### src/hw/rtl/psnm_pkg.sv
// Shared types, widths and codes for the probe step-noise monitor.
// Used by psnm_mul, psnm_div and probe_step_noise_monitor; depends on nothing.

package psnm_pkg;

    // Defaults for the top-level parameters.
    localparam int SAMPLE_BITS_DEF = 12;
    localparam int FRAC_BITS_DEF   = 16;

    // Accumulator and register widths.
    localparam int WEIGHT_W    = 36;
    localparam int SUM_W       = 50;
    localparam int SQ_W        = 62;
    localparam int COUNT_W     = 20;
    localparam int DECAY_W     = 17;
    localparam int LIMIT_W     = 20;
    localparam int VAR_W       = 32;
    localparam int ACTION_W    = 2;
    localparam int VERDICT_W   = 2;
    localparam int CFG_INDEX_W = 2;
    localparam int CFG_DATA_W  = 20;

    // The decay factor is Q1.16; the variance and the spread limit carry 8 fraction bits.
    localparam int DECAY_SHIFT = 16;
    localparam int VAR_FRAC    = 8;

    // Shared digit-serial multiplier.
    localparam int MUL_A_W     = 62;
    localparam int MUL_B_W     = 64;
    localparam int MUL_DIGIT_W = 16;
    localparam int MUL_P_W     = MUL_A_W + MUL_B_W;

    // Restoring divider.
    localparam int DIV_D_W = 2 * WEIGHT_W;
    localparam int DIV_Q_W = VAR_W;

    // Register reset values.
    localparam logic [DECAY_W-1:0] DECAY_ONE          = 17'h10000;
    localparam logic [LIMIT_W-1:0] MIN_EVIDENCE_RESET = 20'd16;
    localparam logic [LIMIT_W-1:0] SPREAD_RESET       = 20'd2560;

    typedef enum logic [ACTION_W-1:0] {
        ACT_ADD   = 2'd0,
        ACT_DECAY = 2'd1,
        ACT_CLEAR = 2'd2
    } action_t;

    typedef enum logic [VERDICT_W-1:0] {
        VERDICT_UNKNOWN   = 2'd0,
        VERDICT_NOISY     = 2'd1,
        VERDICT_CONNECTED = 2'd2
    } verdict_t;

    typedef enum logic [CFG_INDEX_W-1:0] {
        CFG_DECAY        = 2'd0,
        CFG_MIN_EVIDENCE = 2'd1,
        CFG_MAX_SPREAD   = 2'd2
    } cfg_index_t;

endpackage

### src/hw/rtl/psnm_mul.sv
// Digit-serial unsigned multiplier: one wide operand times one 16-bit digit per cycle.
// Depends on psnm_pkg for its default widths.

module psnm_mul #(
    parameter int A_W     = psnm_pkg::MUL_A_W,
    parameter int B_W     = psnm_pkg::MUL_B_W,
    parameter int DIGIT_W = psnm_pkg::MUL_DIGIT_W
) (
    input  logic               clk,
    input  logic               rst_n,
    input  logic               start,
    input  logic [A_W-1:0]     a,
    input  logic [B_W-1:0]     b,
    output logic               done,
    output logic [A_W+B_W-1:0] product
);
    import psnm_pkg::*;

    localparam int P_W    = A_W + B_W;
    localparam int PP_W   = A_W + DIGIT_W;
    localparam int DIGITS = B_W / DIGIT_W;
    localparam int CNT_W  = (DIGITS > 1) ? $clog2(DIGITS) : 1;
    localparam logic [CNT_W-1:0] CNT_LAST = CNT_W'(DIGITS - 1);

    logic [A_W-1:0]   a_reg;
    logic [B_W-1:0]   b_reg;
    logic [P_W-1:0]   acc_reg;
    logic [P_W-1:0]   acc_next;
    logic [PP_W-1:0]  partial;
    logic [CNT_W-1:0] cnt_reg;
    logic             busy_reg;
    logic             done_reg;

    // One partial product per cycle, most significant digit of b first.
    always_comb
    begin
        partial  = a_reg * b_reg[B_W-1 -: DIGIT_W];
        acc_next = (acc_reg << DIGIT_W) + {{(P_W-PP_W){1'b0}}, partial};
    end

    // Sequencing of the digit passes.
    always_ff @(posedge clk or negedge rst_n)
    begin
        if (!rst_n)
        begin
            busy_reg <= 1'b0;
            done_reg <= 1'b0;
            cnt_reg  <= '0;
        end
        else
        begin
            done_reg <= busy_reg && (cnt_reg == CNT_LAST);
            if (start)
            begin
                busy_reg <= 1'b1;
                cnt_reg  <= '0;
            end
            else if (busy_reg)
            begin
                cnt_reg <= cnt_reg + 1'b1;
                if (cnt_reg == CNT_LAST)
                begin
                    busy_reg <= 1'b0;
                end
            end
        end
    end

    // Operand and accumulator registers.
    always_ff @(posedge clk)
    begin
        if (start)
        begin
            a_reg   <= a;
            b_reg   <= b;
            acc_reg <= '0;
        end
        else if (busy_reg)
        begin
            b_reg   <= b_reg << DIGIT_W;
            acc_reg <= acc_next;
        end
    end

    assign done    = done_reg;
    assign product = acc_reg;

endmodule

### config.mk
export PLATFORM = sky130hd
export DESIGN_NAME = psnm_mul
export DESIGN_NICKNAME = d
export VERILOG_FILES = /design/src/hw/rtl/psnm_pkg.sv /design/src/hw/rtl/psnm_mul.sv
export SDC_FILE = /design/constraint.sdc
export NUM_CORES = 2
export LEC_CHECK = 0
export BUFFER_PORTS_ARGS = -buffer_cell sky130_fd_sc_hd__buf_2
export CELL_PAD_IN_SITES_DETAIL_PLACEMENT = 1
export CELL_PAD_IN_SITES_GLOBAL_PLACEMENT = 1
export CORE_ASPECT_RATIO = 1.2
export CORE_MARGIN = 3
export CORE_UTILIZATION = 50
export DETAILED_ROUTE_END_ITERATION = 10
export PLACE_DENSITY = 0.94
export SLEW_MARGIN = 20
export SYNTH_ARGS = -nofsm -noshare
export SYNTH_HDL_FRONTEND = slang
export SYNTH_SLANG_ARGS = --single-unit
### constraint.sdc
create_clock -name clk -period 8.66 [get_ports clk]
set_input_delay 0.866 -clock clk [delete_from_list [all_inputs] [get_ports clk]]
set_output_delay 0.866 -clock clk [all_outputs]
set_load 0.05 [all_outputs]
==> out/results.ini <==
[run_status]
outcome=finished clean

[timing]
slew-limit-headroom=0.2873
skew_ns=0.05326
tightest_slew_ns=1.063
setup_viol=0
fin_ws_ns=0.08837
rsz0062_at_grt=no
min_period_ns=8.572
fmax_mhz=116.7
slew_viol_final=0
period_share=0.9898
setup-tns-final_ns=0
hold_viol=0

[floorplan]
die_y_um=328.1
ios=256
fp.dieW_um=274.4
rows=117
die_area_sq_mm=0.09003
initial_core_util=0.5064
core-area_sq_mm=0.08535

[global_route]
antenna_found_initial=12
grt_use_met2=0.6444
use_met1=0.4171
grt_usage=0.3773
grt-ovfl-total=0
grt_pass1_vias=43120
busiest_layer=met2
grt_max_degree=86
grt_pass1_wl_um=253400
met3_usage=0.08262

[layout]
num-fill-cells=9857
syn2layout_area_growth_pct=7.807
layout-drive-gt1-share=0.08521
largest_reg_flops=126
multi_input_area_sq_mm=0.03172
regArea_sq_mm=0.006410
fin_nets=6066
fin_area_sq_mm=0.04660

[min_path]
worstHoldStart=a[9]
whs_endpoint=a_reg[9]
hold_path_class=in -> reg
hold_depth=1

[critical_path]
crit_chain=nand2_1, fa_1, inv_1, fa_1, inv_1, fa_1, inv_1, fa_1, fa_1, fa_1, ha_1, nand2_1, o211ai_1, a41o_1, a211oi_1, o41a_1, a311oi_2, o21ai_1, or3_1, or4_1, a311oi_1
crit_type=reg -> reg
rr_startpoint=a_reg[6]
crit_slowest_cell=edfxtp_1
crit_path_start_kind=flip-flop
worst-path-buf-inv=3
endpoint_kind=flip-flop
required_ns=9.22
cp_common_cell=fa_1
crit_path_max_fanout=16
r2r_setup_slack_ns=0.09
crit_arrival_ns=9.13
r2r_end=product[112]
r2r_cells=21
cpPeakStageDelay_ns=0.94
critical_path_depth=21
critical_path.top_delay_family=adder cells

[drt]
vias_per_cell=6.066
firstDrtPassIters=5
drc=0
drt_iter0_drc=3122
finalWirelength_um=166300
num_vias=36610
wl_per_cell_um=27.56
antenna_left=0

[synth]
synth_top_cell_by_area=fa_1
syn_nets=5995
synth_edf_count=126
postSynthCellCount=4799
synth_area_sq_mm=0.04322
yosysUniqueCellTypes=67
synth.area.top_cells=fa_1 42%, inv_1 9.5%, edfxtp_1 8.8%, nand2_1 6.8%, dfxtp_1 5.8%
synth_top_cell_area_share=0.4168
synthArstFlopShare=0.01563
yosysSeqAreaShare=0.1482
syn_avg_cell_area_sq_um=9.007
ys_ff_latch=256
synthFlopType=edfxtp_1
synth.most_common_cell=inv_1
synthTopCellsByCount=1093 x inv_1, 900 x fa_1, 778 x nand2_1, 369 x and2_1, 251 x clkbuf_1
synth_warnings=0

[clock_network]
cts.htree.levels=1
cts_setup_buffers=0
path_clk_slew_ns=0.08
clkLatencyLatePin_ns=0.68
cts_tree=done
clock-root-buffer=clkbuf_16
cts_buffers=30
cts_max_path_buffers=3
cts.sinks=256

[place]
routabilityCongestion=0.9429
io_buffers=255
dp_hpwl_um=126700
dp_slack_ns=0.3517
placed_cell_area_sq_mm=0.04547

[run]
cap_violations=0

[routing by layer]
layer / vias to the layer above / wire [um]
li1: 14510 / -
met1: 18680 / 54490
met2: 2480 / 82900
met3: 940 / 15510
met4: 2 / 13390
met5: - / 46
[repair_timing]
item,CTS,global route
hold buffers,1,0
endpoints found under the hold margin,4,0
gates resized for setup,0,0
[how the worst max path moves through the flow]
stage / start / to / slack, ns
final: a_reg[6] / product[112] / 0.09
after global placement: b_reg[54] / product[113] / 0.70
after detailed placement: b_reg[54] / product[113] / 0.35
after global routing: a_reg[6] / product[112] / 0.06
after CTS: b_reg[54] / product[112] / 0.32
after floorplan: b_reg[49] / product[121] / 1.78
[per-stage QoR]
| step | std cells | utilization | hold WS, ns |
|---|---|---|---|
| floorplan | 4799 | - | 0.4905 |
| detailed placement | 5966 | 0.5328 | 0.4630 |
| global placement | 5966 | 0.5328 | 0.4379 |
| global route | 6031 | 0.5459 | 0.3583 |
| finish | 6035 | 0.5460 | 0.3611 |
| CTS | 6023 | 0.5455 | 0.3377 |
[kinds of logic (layout without fill, tap and decap cells)]
group / after synthesis / count (layout) / synth area share
other: 0 / 11 / 0
and+or+nand+nor: 1508 / 1508 / 0.1637
AOI/OAI and AO/OA: 421 / 421 / 0.06259
muxes: 90 / 90 / 0.02223
DFF: 256 / 256 / 0.1482
buffers and inverters: 1359 / 1454 / 0.1182
adders and majority gates: 1067 / 1067 / 0.4652
xor gates and xnor gates: 98 / 98 / 0.01986
[final cells by class]
type / count / share of cell area
multi-input combinational: 3184 / 0.6807
sequential: 256 / 0.1376
inverter: 1094 / 0.08815
timing repair buffer: 304 / 0.03971
tap: 1130 / 0.03034
clock buffer: 50 / 0.02170
clock inverter: 6 / 0.001262
antenna: 11 / 0.0005907
[cells in the final DEF, fill, tap and decap left out, types with 7 or more instances in the layout]
cell | netlist | final
inv_1 | 1093 | 1092
fa_1 | 900 | 900
nand2_1 | 778 | 778
and2_1 | 369 | 369
buf_2 | 3 | 254
ha_1 | 167 | 167
nor2_1 | 157 | 156
edfxtp_1 | 126 | 126
dfxtp_1 | 126 | 126
a21oi_1 | 116 | 116
o21ai_0 | 88 | 88
xnor2_1 | 71 | 71
a21o_1 | 51 | 51
mux2_2 | 48 | 48
nand4_1 | 47 | 47
mux2i_1 | 42 | 42
clkbuf_16 | 0 | 36
nand3_1 | 35 | 35
buf_4 | 0 | 32
a211oi_1 | 30 | 30
nor3_1 | 27 | 27
xor2_1 | 27 | 27
o21bai_1 | 21 | 21
and3_1 | 20 | 20
buf_12 | 0 | 15
nor4_1 | 14 | 14
o22ai_1 | 13 | 13
diode_2 | 0 | 11
a31oi_1 | 11 | 11
nand2b_1 | 12 | 11
o31ai_1 | 11 | 11
a311oi_1 | 11 | 11
or3_1 | 10 | 10
o211ai_1 | 9 | 9
or4_1 | 8 | 8
clkbuf_1 | 251 | 7
Power is not shown: default switching activity piles up to over one toggle a cycle in this logic, so the estimate is an artifact.
