$ cat src/hw/rtl/psnm_pkg.sv
// Shared types, widths and codes for the probe step-noise monitor.
// Used by psnm_mul, psnm_div and probe_step_noise_monitor; depends on nothing.

package psnm_pkg;

    // Defaults for the top-level parameters.
    localparam int SAMPLE_BITS_DEF = 12;
    localparam int FRAC_BITS_DEF   = 16;

    // Accumulator and register widths.
    localparam int WEIGHT_W    = 36;
    localparam int SUM_W       = 50;
    localparam int SQ_W        = 62;
    localparam int COUNT_W     = 20;
    localparam int DECAY_W     = 17;
    localparam int LIMIT_W     = 20;
    localparam int VAR_W       = 32;
    localparam int ACTION_W    = 2;
    localparam int VERDICT_W   = 2;
    localparam int CFG_INDEX_W = 2;
    localparam int CFG_DATA_W  = 20;

    // The decay factor is Q1.16; the variance and the spread limit carry 8 fraction bits.
    localparam int DECAY_SHIFT = 16;
    localparam int VAR_FRAC    = 8;

    // Shared digit-serial multiplier.
    localparam int MUL_A_W     = 62;
    localparam int MUL_B_W     = 64;
    localparam int MUL_DIGIT_W = 16;
    localparam int MUL_P_W     = MUL_A_W + MUL_B_W;

    // Restoring divider.
    localparam int DIV_D_W = 2 * WEIGHT_W;
    localparam int DIV_Q_W = VAR_W;

    // Register reset values.
    localparam logic [DECAY_W-1:0] DECAY_ONE          = 17'h10000;
    localparam logic [LIMIT_W-1:0] MIN_EVIDENCE_RESET = 20'd16;
    localparam logic [LIMIT_W-1:0] SPREAD_RESET       = 20'd2560;

    typedef enum logic [ACTION_W-1:0] {
        ACT_ADD   = 2'd0,
        ACT_DECAY = 2'd1,
        ACT_CLEAR = 2'd2
    } action_t;

    typedef enum logic [VERDICT_W-1:0] {
        VERDICT_UNKNOWN   = 2'd0,
        VERDICT_NOISY     = 2'd1,
        VERDICT_CONNECTED = 2'd2
    } verdict_t;

    typedef enum logic [CFG_INDEX_W-1:0] {
        CFG_DECAY        = 2'd0,
        CFG_MIN_EVIDENCE = 2'd1,
        CFG_MAX_SPREAD   = 2'd2
    } cfg_index_t;

endpackage

$ cat src/hw/rtl/psnm_div.sv
// Restoring divider, one quotient bit per cycle, for a quotient known to fit Q_W bits.
// Depends on psnm_pkg for its default widths.

module psnm_div #(
    parameter int D_W = psnm_pkg::DIV_D_W,
    parameter int Q_W = psnm_pkg::DIV_Q_W
) (
    input  logic           clk,
    input  logic           rst_n,
    input  logic           start,
    input  logic [D_W-1:0] rem_init,
    input  logic [Q_W-1:0] dividend_lo,
    input  logic [D_W-1:0] divisor,
    output logic           done,
    output logic [Q_W-1:0] quotient
);
    import psnm_pkg::*;

    localparam int CNT_W = (Q_W > 1) ? $clog2(Q_W) : 1;
    localparam logic [CNT_W-1:0] CNT_LAST = CNT_W'(Q_W - 1);

    logic [D_W-1:0]   rem_reg;
    logic [D_W-1:0]   rem_next;
    logic [D_W-1:0]   d_reg;
    logic [Q_W-1:0]   q_reg;
    logic [D_W:0]     trial;
    logic [D_W:0]     diff;
    logic             q_bit;
    logic [CNT_W-1:0] cnt_reg;
    logic             busy_reg;
    logic             done_reg;

    // Shift in the next dividend bit and subtract the divisor when it fits.
    always_comb
    begin
        trial    = {rem_reg, q_reg[Q_W-1]};
        diff     = trial - {1'b0, d_reg};
        q_bit    = (trial >= {1'b0, d_reg});
        rem_next = q_bit ? diff[D_W-1:0] : trial[D_W-1:0];
    end

    // Step counter.
    always_ff @(posedge clk or negedge rst_n)
    begin
        if (!rst_n)
        begin
            busy_reg <= 1'b0;
            done_reg <= 1'b0;
            cnt_reg  <= '0;
        end
        else
        begin
            done_reg <= busy_reg && (cnt_reg == CNT_LAST);
            if (start)
            begin
                busy_reg <= 1'b1;
                cnt_reg  <= '0;
            end
            else if (busy_reg)
            begin
                cnt_reg <= cnt_reg + 1'b1;
                if (cnt_reg == CNT_LAST)
                begin
                    busy_reg <= 1'b0;
                end
            end
        end
    end

    // The low dividend word shifts out as the quotient shifts in.
    always_ff @(posedge clk)
    begin
        if (start)
        begin
            rem_reg <= rem_init;
            q_reg   <= dividend_lo;
            d_reg   <= divisor;
        end
        else if (busy_reg)
        begin
            rem_reg <= rem_next;
            q_reg   <= {q_reg[Q_W-2:0], q_bit};
        end
    end

    assign done     = done_reg;
    assign quotient = q_reg;

endmodule

$ cat config.mk
export PLATFORM = sky130hd
export DESIGN_NAME = psnm_div
export DESIGN_NICKNAME = d
export VERILOG_FILES = /design/src/hw/rtl/psnm_pkg.sv /design/src/hw/rtl/psnm_div.sv
export SDC_FILE = /design/constraint.sdc
export NUM_CORES = 1
export LEC_CHECK = 0
export ABC_AREA = 1
export BUFFER_PORTS_ARGS = -buffer_cell sky130_fd_sc_hd__buf_2
export CAP_MARGIN = 20
export CORE_MARGIN = 2
export CORE_UTILIZATION = 45
export DETAILED_ROUTE_END_ITERATION = 10
export HOLD_SLACK_MARGIN = 0.05
export PLACE_DENSITY = 0.76
export SLEW_MARGIN = 20
export SYNTH_ARGS = -nofsm -noshare
export SYNTH_HDL_FRONTEND = slang
export SYNTH_SLANG_ARGS = --single-unit
export TNS_END_PERCENT = 100
$ cat constraint.sdc
create_clock -name clk -period 5.26 [get_ports clk]
set_input_delay 1.052 -clock clk [delete_from_list [all_inputs] [get_ports clk]]
set_output_delay 1.052 -clock clk [all_outputs]
set_load 0.03 [all_outputs]
==> flow_summary.toml, run 1 <==
[synthesis]
synth-seq-area-share = 0.367
synth.avg_cell_area_um2 = 6.54
yosys-top-cells-count = "nand2_1, inv_1, edfxtp_1"
synth_area_um2 = 14900
yosysTopAreaCell = "edfxtp_1"
yosysMostFrequentCell = "nand2_1"
synth_top_area_frac = 0.356
synth_edf_count = 176
synthCells = 2272
ys.warnings.count = 0
yosysUniqueCellTypes = 34
ys_ff_latch = 183
async_reset_ff_frac = 0.0383
synth_ff_type = "edfxtp_1"
ys_top_cells_by_area = "edfxtp_1, nand2_1, inv_1"
synth_nets = 2526

[routing]
drc = 0
drtIter0Drc = 1210
route.vias.total = 14600
drt_first_pass_iters = 7
via_per_inst = 5.00
wl_um = 49800
antenna_left = 0
wire_per_inst_um = 17.0

[critical_path]
r2r-start = "rem_reg[63]"
crit_chain = "ha_1 > nand2_1 > nor2_1 > inv_1 > nor4_1 > nand4_2 > nand4_4 > buf_4 > nand3_1 > nand2_1 > nand2_1"
crit_fanout = 72
required_ns = 5.49
r2r_setup_slack_ns = 1.46
r2r_end = "rem_reg[66]"
r2r_cells = 11
critPathCaptureType = "flip-flop"
cp_slowest_cell = "nor4_1"
path_common_cell = "nand2_1"
cp-start-kind = "flip-flop"
critPathKind = "reg -> reg"
worst_ep_arrival_time_ns = 4.03
cp_slowest_stage_delay_ns = 0.69

[cts]
path_clk_slew_ns = 0.09
cts_tree = "yes"
post_cts_resized = 0
clockBufferDepth = 2
cts_max_level = 4
clock_sinks = 183
cts_setup_buffers = 0
postCtsHoldBufs = 0
cts_buffers = 17
clk_latency_ns = 0.48
root_buffer = "clkbuf_16"

[layout]
drive_above_1_share = 0.110
fin_nets = 2723
fillers = 3375
syn2layout_area_growth_pct = 14.1
n_antenna_cell = 0

[sta]
setup_tns_ns = 0
setup_violations = 0
report.final.slew_viol_count = 0
worst_pin_slew_ns = 1.02
finalCriticalPeriod_ns = 3.80
finClkSkew_ns = 0.0213
period_share = 0.722
max_slew_margin = 0.316
fmax_mhz = 263
rsz0062_at_grt = "false"
hold_viol = 0

[floorplan]
dieArea_um2 = 34500
row_count = 66
num_io_pins = 212
fp.dieH_um = 186
die_x_um = 186
coreArea_um2 = 32500
initial_utilization = 0.457

[power]
p_comb_frac = 0.623
p_clk_frac = 0.139
p_int_w = 0.00463
powerDensity_nw_per_um2 = 564
power_frac_seq = 0.238
ir_drop_v = 0.000286
switchingPower_w = 0.00493
p_leak_nw = 9.53
p_sw_frac = 0.515
power_w = 0.00956

[hold_path]
worst_hold_path_type = "in -> async"

[place]
gp_congestion = 0.970
post-dp-hpwl_um = 39900
io_buffers = 211

[run_status]
status = "completed"

[global_routing]
grt_max_degree = 76
grt_antenna_before_repair = 0
grt_usage = 0.293
grt_pass1_wl_um = 75400
grt_pass1_vias = 13900
grt_overflow = 0

[job]
maxCapViolCount = 0
area by class of cell:
class	count	area (um^2)	share of cell area
clock buffer	17	425	0.0251
inverter	426	1600	0.0944
clock inverter	15	175	0.0103
sequential	183	5460	0.322
tap	442	553	0.0326
timing repair buffer	219	1120	0.0662
multi-input combinational	1622	7620	0.449
worst max path at each step:
stage / start / endpoint / slack (ns)
after floorplan: start / quotient[0] / 0.40
after global placement: rem_reg[63] / rem_reg[69] / 1.68
after detailed placement: rem_reg[63] / rem_reg[66] / 1.61
after CTS: rem_reg[63] / rem_reg[66] / 1.58
after global routing: rem_reg[63] / rem_reg[2] / 1.37
final: rem_reg[63] / rem_reg[66] / 1.46
routing by layer:
| metal | vias to the layer above | track usage | wire, um |
|---|---|---|---|
| li1 | 7346 | - | - |
| met1 | 6666 | 0.407 | 23000 |
| met2 | 552 | 0.452 | 21400 |
| met3 | 69 | 0.0597 | 4020 |
| met4 | 0 | 0.103 | 1390 |
| met5 | - | 0 | 0 |
critical path, delay by kind of cell (launching register included):
| kind | cells | cell delay [ns] |
|---|---|---|
| simple gates | 8 | 1.81 |
| buf+inv | 2 | 0.79 |
| fa+ha+maj | 1 | 0.42 |
| flops | 1 | 0.42 |
power groups by stage:
stage	Combinational (W)	Clock, W	Sequential (W)
final	0.00595	0.00133	0.00228
after global routing	0.00665	0.00139	0.00231
after CTS	0.00585	0.00135	0.00227
after detailed placement	0.00582	0	0.00229
after global placement	0.00577	0	0.00229
after floorplan	0.00412	0	0.00228
stage by stage:
stage / utilization / setup WS (ns) / cells / cell area, um^2 / hold slack [ns]
final: 0.521 / 1.46 / 2924 / 17000 / 0.404
after CTS: 0.521 / 1.58 / 2924 / 17000 / 0.391
after detailed placement: 0.503 / 1.61 / 2892 / 16400 / 0.510
after global placement: 0.503 / 1.68 / 2892 / 16400 / 0.493
after global routing: 0.521 / 1.37 / 2924 / 17000 / 0.400
after floorplan: - / 0.399 / 2272 / 14900 / 0.476
layout by cell type (no fill, tap or decap):
cell and n:
nor2_4 1, clkinv_2 2, nand2_4 2, a21oi_2 1, nand2_1 1084, a41oi_4 1, nand4_1 4, nand3_1 100
inv_8 1, xor2_1 1, and2_1 5, nor3_2 1, inv_6 5, o21bai_1 6, xnor2_1 38, o21ai_0 18
inv_1 422, nor4_1 7, fa_1 1, nand2_2 3, nor2_1 118, nand4_2 1, a21oi_1 62, dfrtp_1 7
nand3b_1 67, buf_6 1, inv_2 3, a31oi_1 1, clkbuf_16 17, ha_1 74, edfxtp_1 176, clkinv_8 6
buf_4 8, nand4_4 1, nor2_2 6, nor3_1 19, buf_2 210, clkinv_4 2
kinds of logic (layout without fill, tap and decap cells):
kind of cell    after synthesis  count (layout)  synth area share
fa+ha+maj                    75              75            0.0637
buf+inv                     467             677             0.121
xor+xnor                     39              39            0.0230
flops                       183             183             0.367
compound gates               89              89            0.0321
simple gates               1419            1419             0.393
Power figures use the tool's default switching activity.
==> run 2: changes to the inputs <==
clock period = 3.7 ns   (was 5.26 ns; I/O delays follow)
==> flow_summary.toml, run 2 (same netlist as run 1, synthesis figures left out) <==
[hold_path]
worst_hold_path_type = "in -> async"

[sta]
report.final.slew_viol_count = 0
fmax_mhz = 322
max_slew_margin = 0.416
layout_setup_ws_ns = 0.594
finalCriticalPeriod_ns = 3.11
rsz0062_at_grt = "false"
hold_viol = 0
setup_tns_ns = 0
period_share = 0.840
finClkSkew_ns = 0.0158
worst_pin_slew_ns = 0.876
setup_violations = 0

[routing]
wl_met2_um = 21300
dr_wl_met3_um = 3990
drtIter0Drc = 1369
drt_first_pass_iters = 5
dr.max_layer_used = "met5"
route.vias.total = 14600
wl_met1_um = 23100
wire_per_inst_um = 16.9
drc = 0
via_per_inst = 4.97
wl_um = 49600
antenna_left = 0

[cts]
clockBufferDepth = 2
cts_buffers = 17
path_clk_slew_ns = 0.08
clk_latency_ns = 0.47
clock_sinks = 183
postCtsHoldBufs = 0
cts_setup_buffers = 0
root_buffer = "clkbuf_16"
cts_max_level = 4
cts_tree = "yes"
post_cts_resized = 0

[global_routing]
grt_max_degree = 74
grt_pass1_vias = 13900
grt_usage = 0.294
grt_antenna_before_repair = 1
grt_pass1_wl_um = 75900
grt_overflow = 0

[layout]
fillers = 3321
final_core_util = 0.523
mostFrequentLayoutCells = "nand2_1, inv_1, buf_2"
syn2layout_area_growth_pct = 14.6
fin_nets = 2730
fin_cells = 2931
n_antenna_cell = 0
final_common_cell = "nand2_1"
drive_above_1_share = 0.111

[floorplan]
die_x_um = 186
initial_utilization = 0.457
row_count = 66
num_io_pins = 212
fp.dieH_um = 186
dieArea_um2 = 34500
coreArea_um2 = 32500

[power]
p_leak_nw = 9.57
powerDensity_nw_per_um2 = 803
power_w = 0.0137
ir_drop_v = 0.000463

[place]
post-dp-hpwl_um = 40200
io_buffers = 211
place_ws_ns = 0.595
placed_cells = 2899
gp_congestion = 1.01

[critical_path]
worst_ep_arrival_time_ns = 3.33
r2r_end = "rem_reg[9]"
critPathKind = "reg -> reg"
cp-start-kind = "flip-flop"
required_ns = 3.92
crit_fanout = 36
critPathCaptureType = "flip-flop"
r2r_setup_slack_ns = 0.59
r2r_cells = 13
r2r-start = "rem_reg[46]"

[run_status]
status = "completed"

[job]
maxCapViolCount = 0
run 2: worst max path at each step:
stage,from,end,slack (ns),cells after the start
final,rem_reg[46],rem_reg[9],0.59,13
after global routing,rem_reg[46],rem_reg[65],0.29,13
after CTS,rem_reg[46],rem_reg[9],0.57,13
after detailed placement,rem_reg[46],rem_reg[9],0.59,13
after global placement,rem_reg[46],rem_reg[66],0.60,13
after floorplan,start,quotient[0],0.19,6
run 2: final cells by class:
type	instances	area (um^2)	area share
Multi-Input combinational cell	1622	7620	0.447
Sequential cell	183	5460	0.321
Inverter	426	1600	0.0940
Timing Repair Buffer	226	1200	0.0705
Tap cell	442	553	0.0325
Clock buffer	18	429	0.0252
Clock inverter	14	165	0.00970
run 2: metrics by stage:
stage          instance area (um^2)  hold slack [ns]
3_5_place_dp                  16400            0.513
5_1_grt                       17000           0.0710
6_report                      17000           0.0876
4_1_cts                       17000           0.0755
2_1_floorplan                 14900            0.444
3_3_place_gp                  16400            0.492
run 2: power breakdown:
group          switching (W)  internal [W]
Sequential          0.000288       0.00295
Combinational        0.00573       0.00276
Clock               0.000924       0.00102
run 2: routing by layer:
layer / vias to the layer above / GRT usage
met2: 549 / 0.450
met4: 2 / 0.0879
met3: 57 / 0.0583
met1: 6588 / 0.417
li1: 7375 / -
met5: - / 0
run 2: critical path, stage by stage, from the launching register on:
cell	delay (ns)
edfxtp_1	0.43
ha_1	0.38
nand2_1	0.12
nor2_1	0.37
inv_1	0.10
nor2_2	0.13
nand2_1	0.12
nor2_4	0.18
nand4_2	0.15
nand4_4	0.16
buf_4	0.41
nand2_1	0.10
nand3_1	0.13
nand2_1	0.07
==> run 3: changes to the inputs <==
clock period = 3.1 ns   (was 3.7 ns; I/O delays follow)
==> flow_summary.toml, run 3 (same netlist as run 1, synthesis figures left out) <==
[routing]
wl_um = 50300
route.vias.total = 14700
wire_per_inst_um = 17.0
drtIter0Drc = 1171
drt_first_pass_iters = 6
drc = 0
via_per_inst = 4.97
antenna_left = 0

[critical_path]
r2r-start = "rem_reg[48]"
worst_ep_arrival_time_ns = 3.28
r2r_end = "rem_reg[67]"
critPathLaunch = "rem_reg[48]"
critPathCaptureType = "flip-flop"
cp-start-kind = "flip-flop"
crit_fanout = 34
required_ns = 3.33
r2r_setup_slack_ns = 0.05
critPathKind = "reg -> reg"
r2r_cells = 12
crit_path_end = "rem_reg[67]"

[global_routing]
grt_overflow = 0
grt_usage = 0.297
grt_antenna_before_repair = 0
grt_max_degree = 179
grt_pass1_wl_um = 76600
grt_pass1_vias = 14000

[layout]
fin_nets = 2758
mostFrequentLayoutCells = "nand2_1, inv_1, buf_2"
drive_above_1_share = 0.125
syn2layout_area_growth_pct = 16.3
final_common_cell = "nand2_1"
n_antenna_cell = 0
final_core_util = 0.531

[sta]
max_slew_margin = 0.454
finClkSkew_ns = 0.0186
report.final.slew_viol_count = 0
rsz0062_at_grt = "false"
layout_setup_ws_ns = 0.0521
finalCriticalPeriod_ns = 3.05
setup_violations = 0
setup_tns_ns = 0
period_share = 0.983
fmax_mhz = 328
hold_viol = 0
worst_pin_slew_ns = 0.819

[cts]
clockBufferDepth = 2
cts_setup_buffers = 0
cts_buffers = 17
cts_max_level = 4
clock_sinks = 183
path_clk_slew_ns = 0.08
clk_latency_ns = 0.47
cts_tree = "yes"
root_buffer = "clkbuf_16"

[floorplan]
coreArea_um2 = 32500
initial_utilization = 0.457
fp.dieH_um = 186
die_x_um = 186
dieArea_um2 = 34500
num_io_pins = 212
row_count = 66

[job]
maxCapViolCount = 0

[hold_path]
worst_hold_path_type = "in -> reg"

[power]
powerDensity_nw_per_um2 = 954
power_w = 0.0165
ir_drop_v = 0.000458
p_leak_nw = 9.71

[run_status]
status = "completed"

[place]
place_ws_ns = 0.0253
io_buffers = 211
post-dp-hpwl_um = 41100
gp_congestion = 0.990
## run 3: cell count changes in the layout (fill, tap and decap cells not counted), moves of 2 or more
cell and change:
nor2_2 +5, nand2_2 +4, buf_12 +5, bufinv_16 -2, nand2_1 -5, nor2_1 -5
buf_4 +22
## run 3: power breakdown
part	leakage (nW)	switching (W)	total (W)	internal [W]
Clock	0.264	0.00108	0.00213	0.00105
Combinational	7.53	0.00695	0.0105	0.00354
Sequential	1.92	0.000348	0.00387	0.00352
## run 3: worst min-delay path by stage
stage / startpoint / endpoint / slack (ns) / cells after the start
2_1_floorplan: rst_n / busy_reg / 0.32 / 0
3_3_place_gp: rst_n / done / 0.46 / 1
3_5_place_dp: rst_n / done / 0.46 / 1
4_1_cts: divisor[63] / d_reg[63] / 0.30 / 1
5_1_grt: divisor[11] / d_reg[11] / 0.30 / 1
6_report: divisor[18] / d_reg[18] / 0.32 / 1
## run 3: repair_timing
action,in CTS,in global routing
hold buffers,1,0
gates resized for setup,0,12
setup endpoints to repair,0,65
endpoints found under the hold margin,7,0
## run 3: per-layer routing
layer | part of all wire | vias up | GRT usage
met2 | 0.43 | 557 | 0.466
li1 | - | 7423 | -
met4 | 0.023 | 0 | 0.0866
met5 | 0 | - | 0
met3 | 0.081 | 53 | 0.0556
met1 | 0.46 | 6669 | 0.417
## run 3: cell type report
class                   instances  area, um^2
fillers                      3348       15200
flip-flops and latches        183        5460
clock buffers                  18         429
clock inverters                14         116
repair buffers                254        1480
inverters                     426        1600
well taps                     442         553
multi-input cells            1622        7650
## run 3: critical path: stages (launching register included)
cell and delay, ns:
edfxtp_1 0.42, ha_2 0.43, nand2_1 0.13, nor2_2 0.24, and2_1 0.29, nand2_1 0.14, nor2_1 0.17, nand3_1 0.20
nand4_4 0.22, buf_12 0.22, nand3_1 0.17, nand2_1 0.10, nand2_1 0.05
## run 3: stage by stage
stage / cells / cell area (um^2) / hold WS, ns
3_3_place_gp: 2926 / 16700 / 0.456
3_5_place_dp: 2926 / 16700 / 0.459
5_1_grt: 2959 / 17300 / 0.304
6_report: 2959 / 17300 / 0.322
2_1_floorplan: 2272 / 14900 / 0.324
4_1_cts: 2959 / 17300 / 0.300
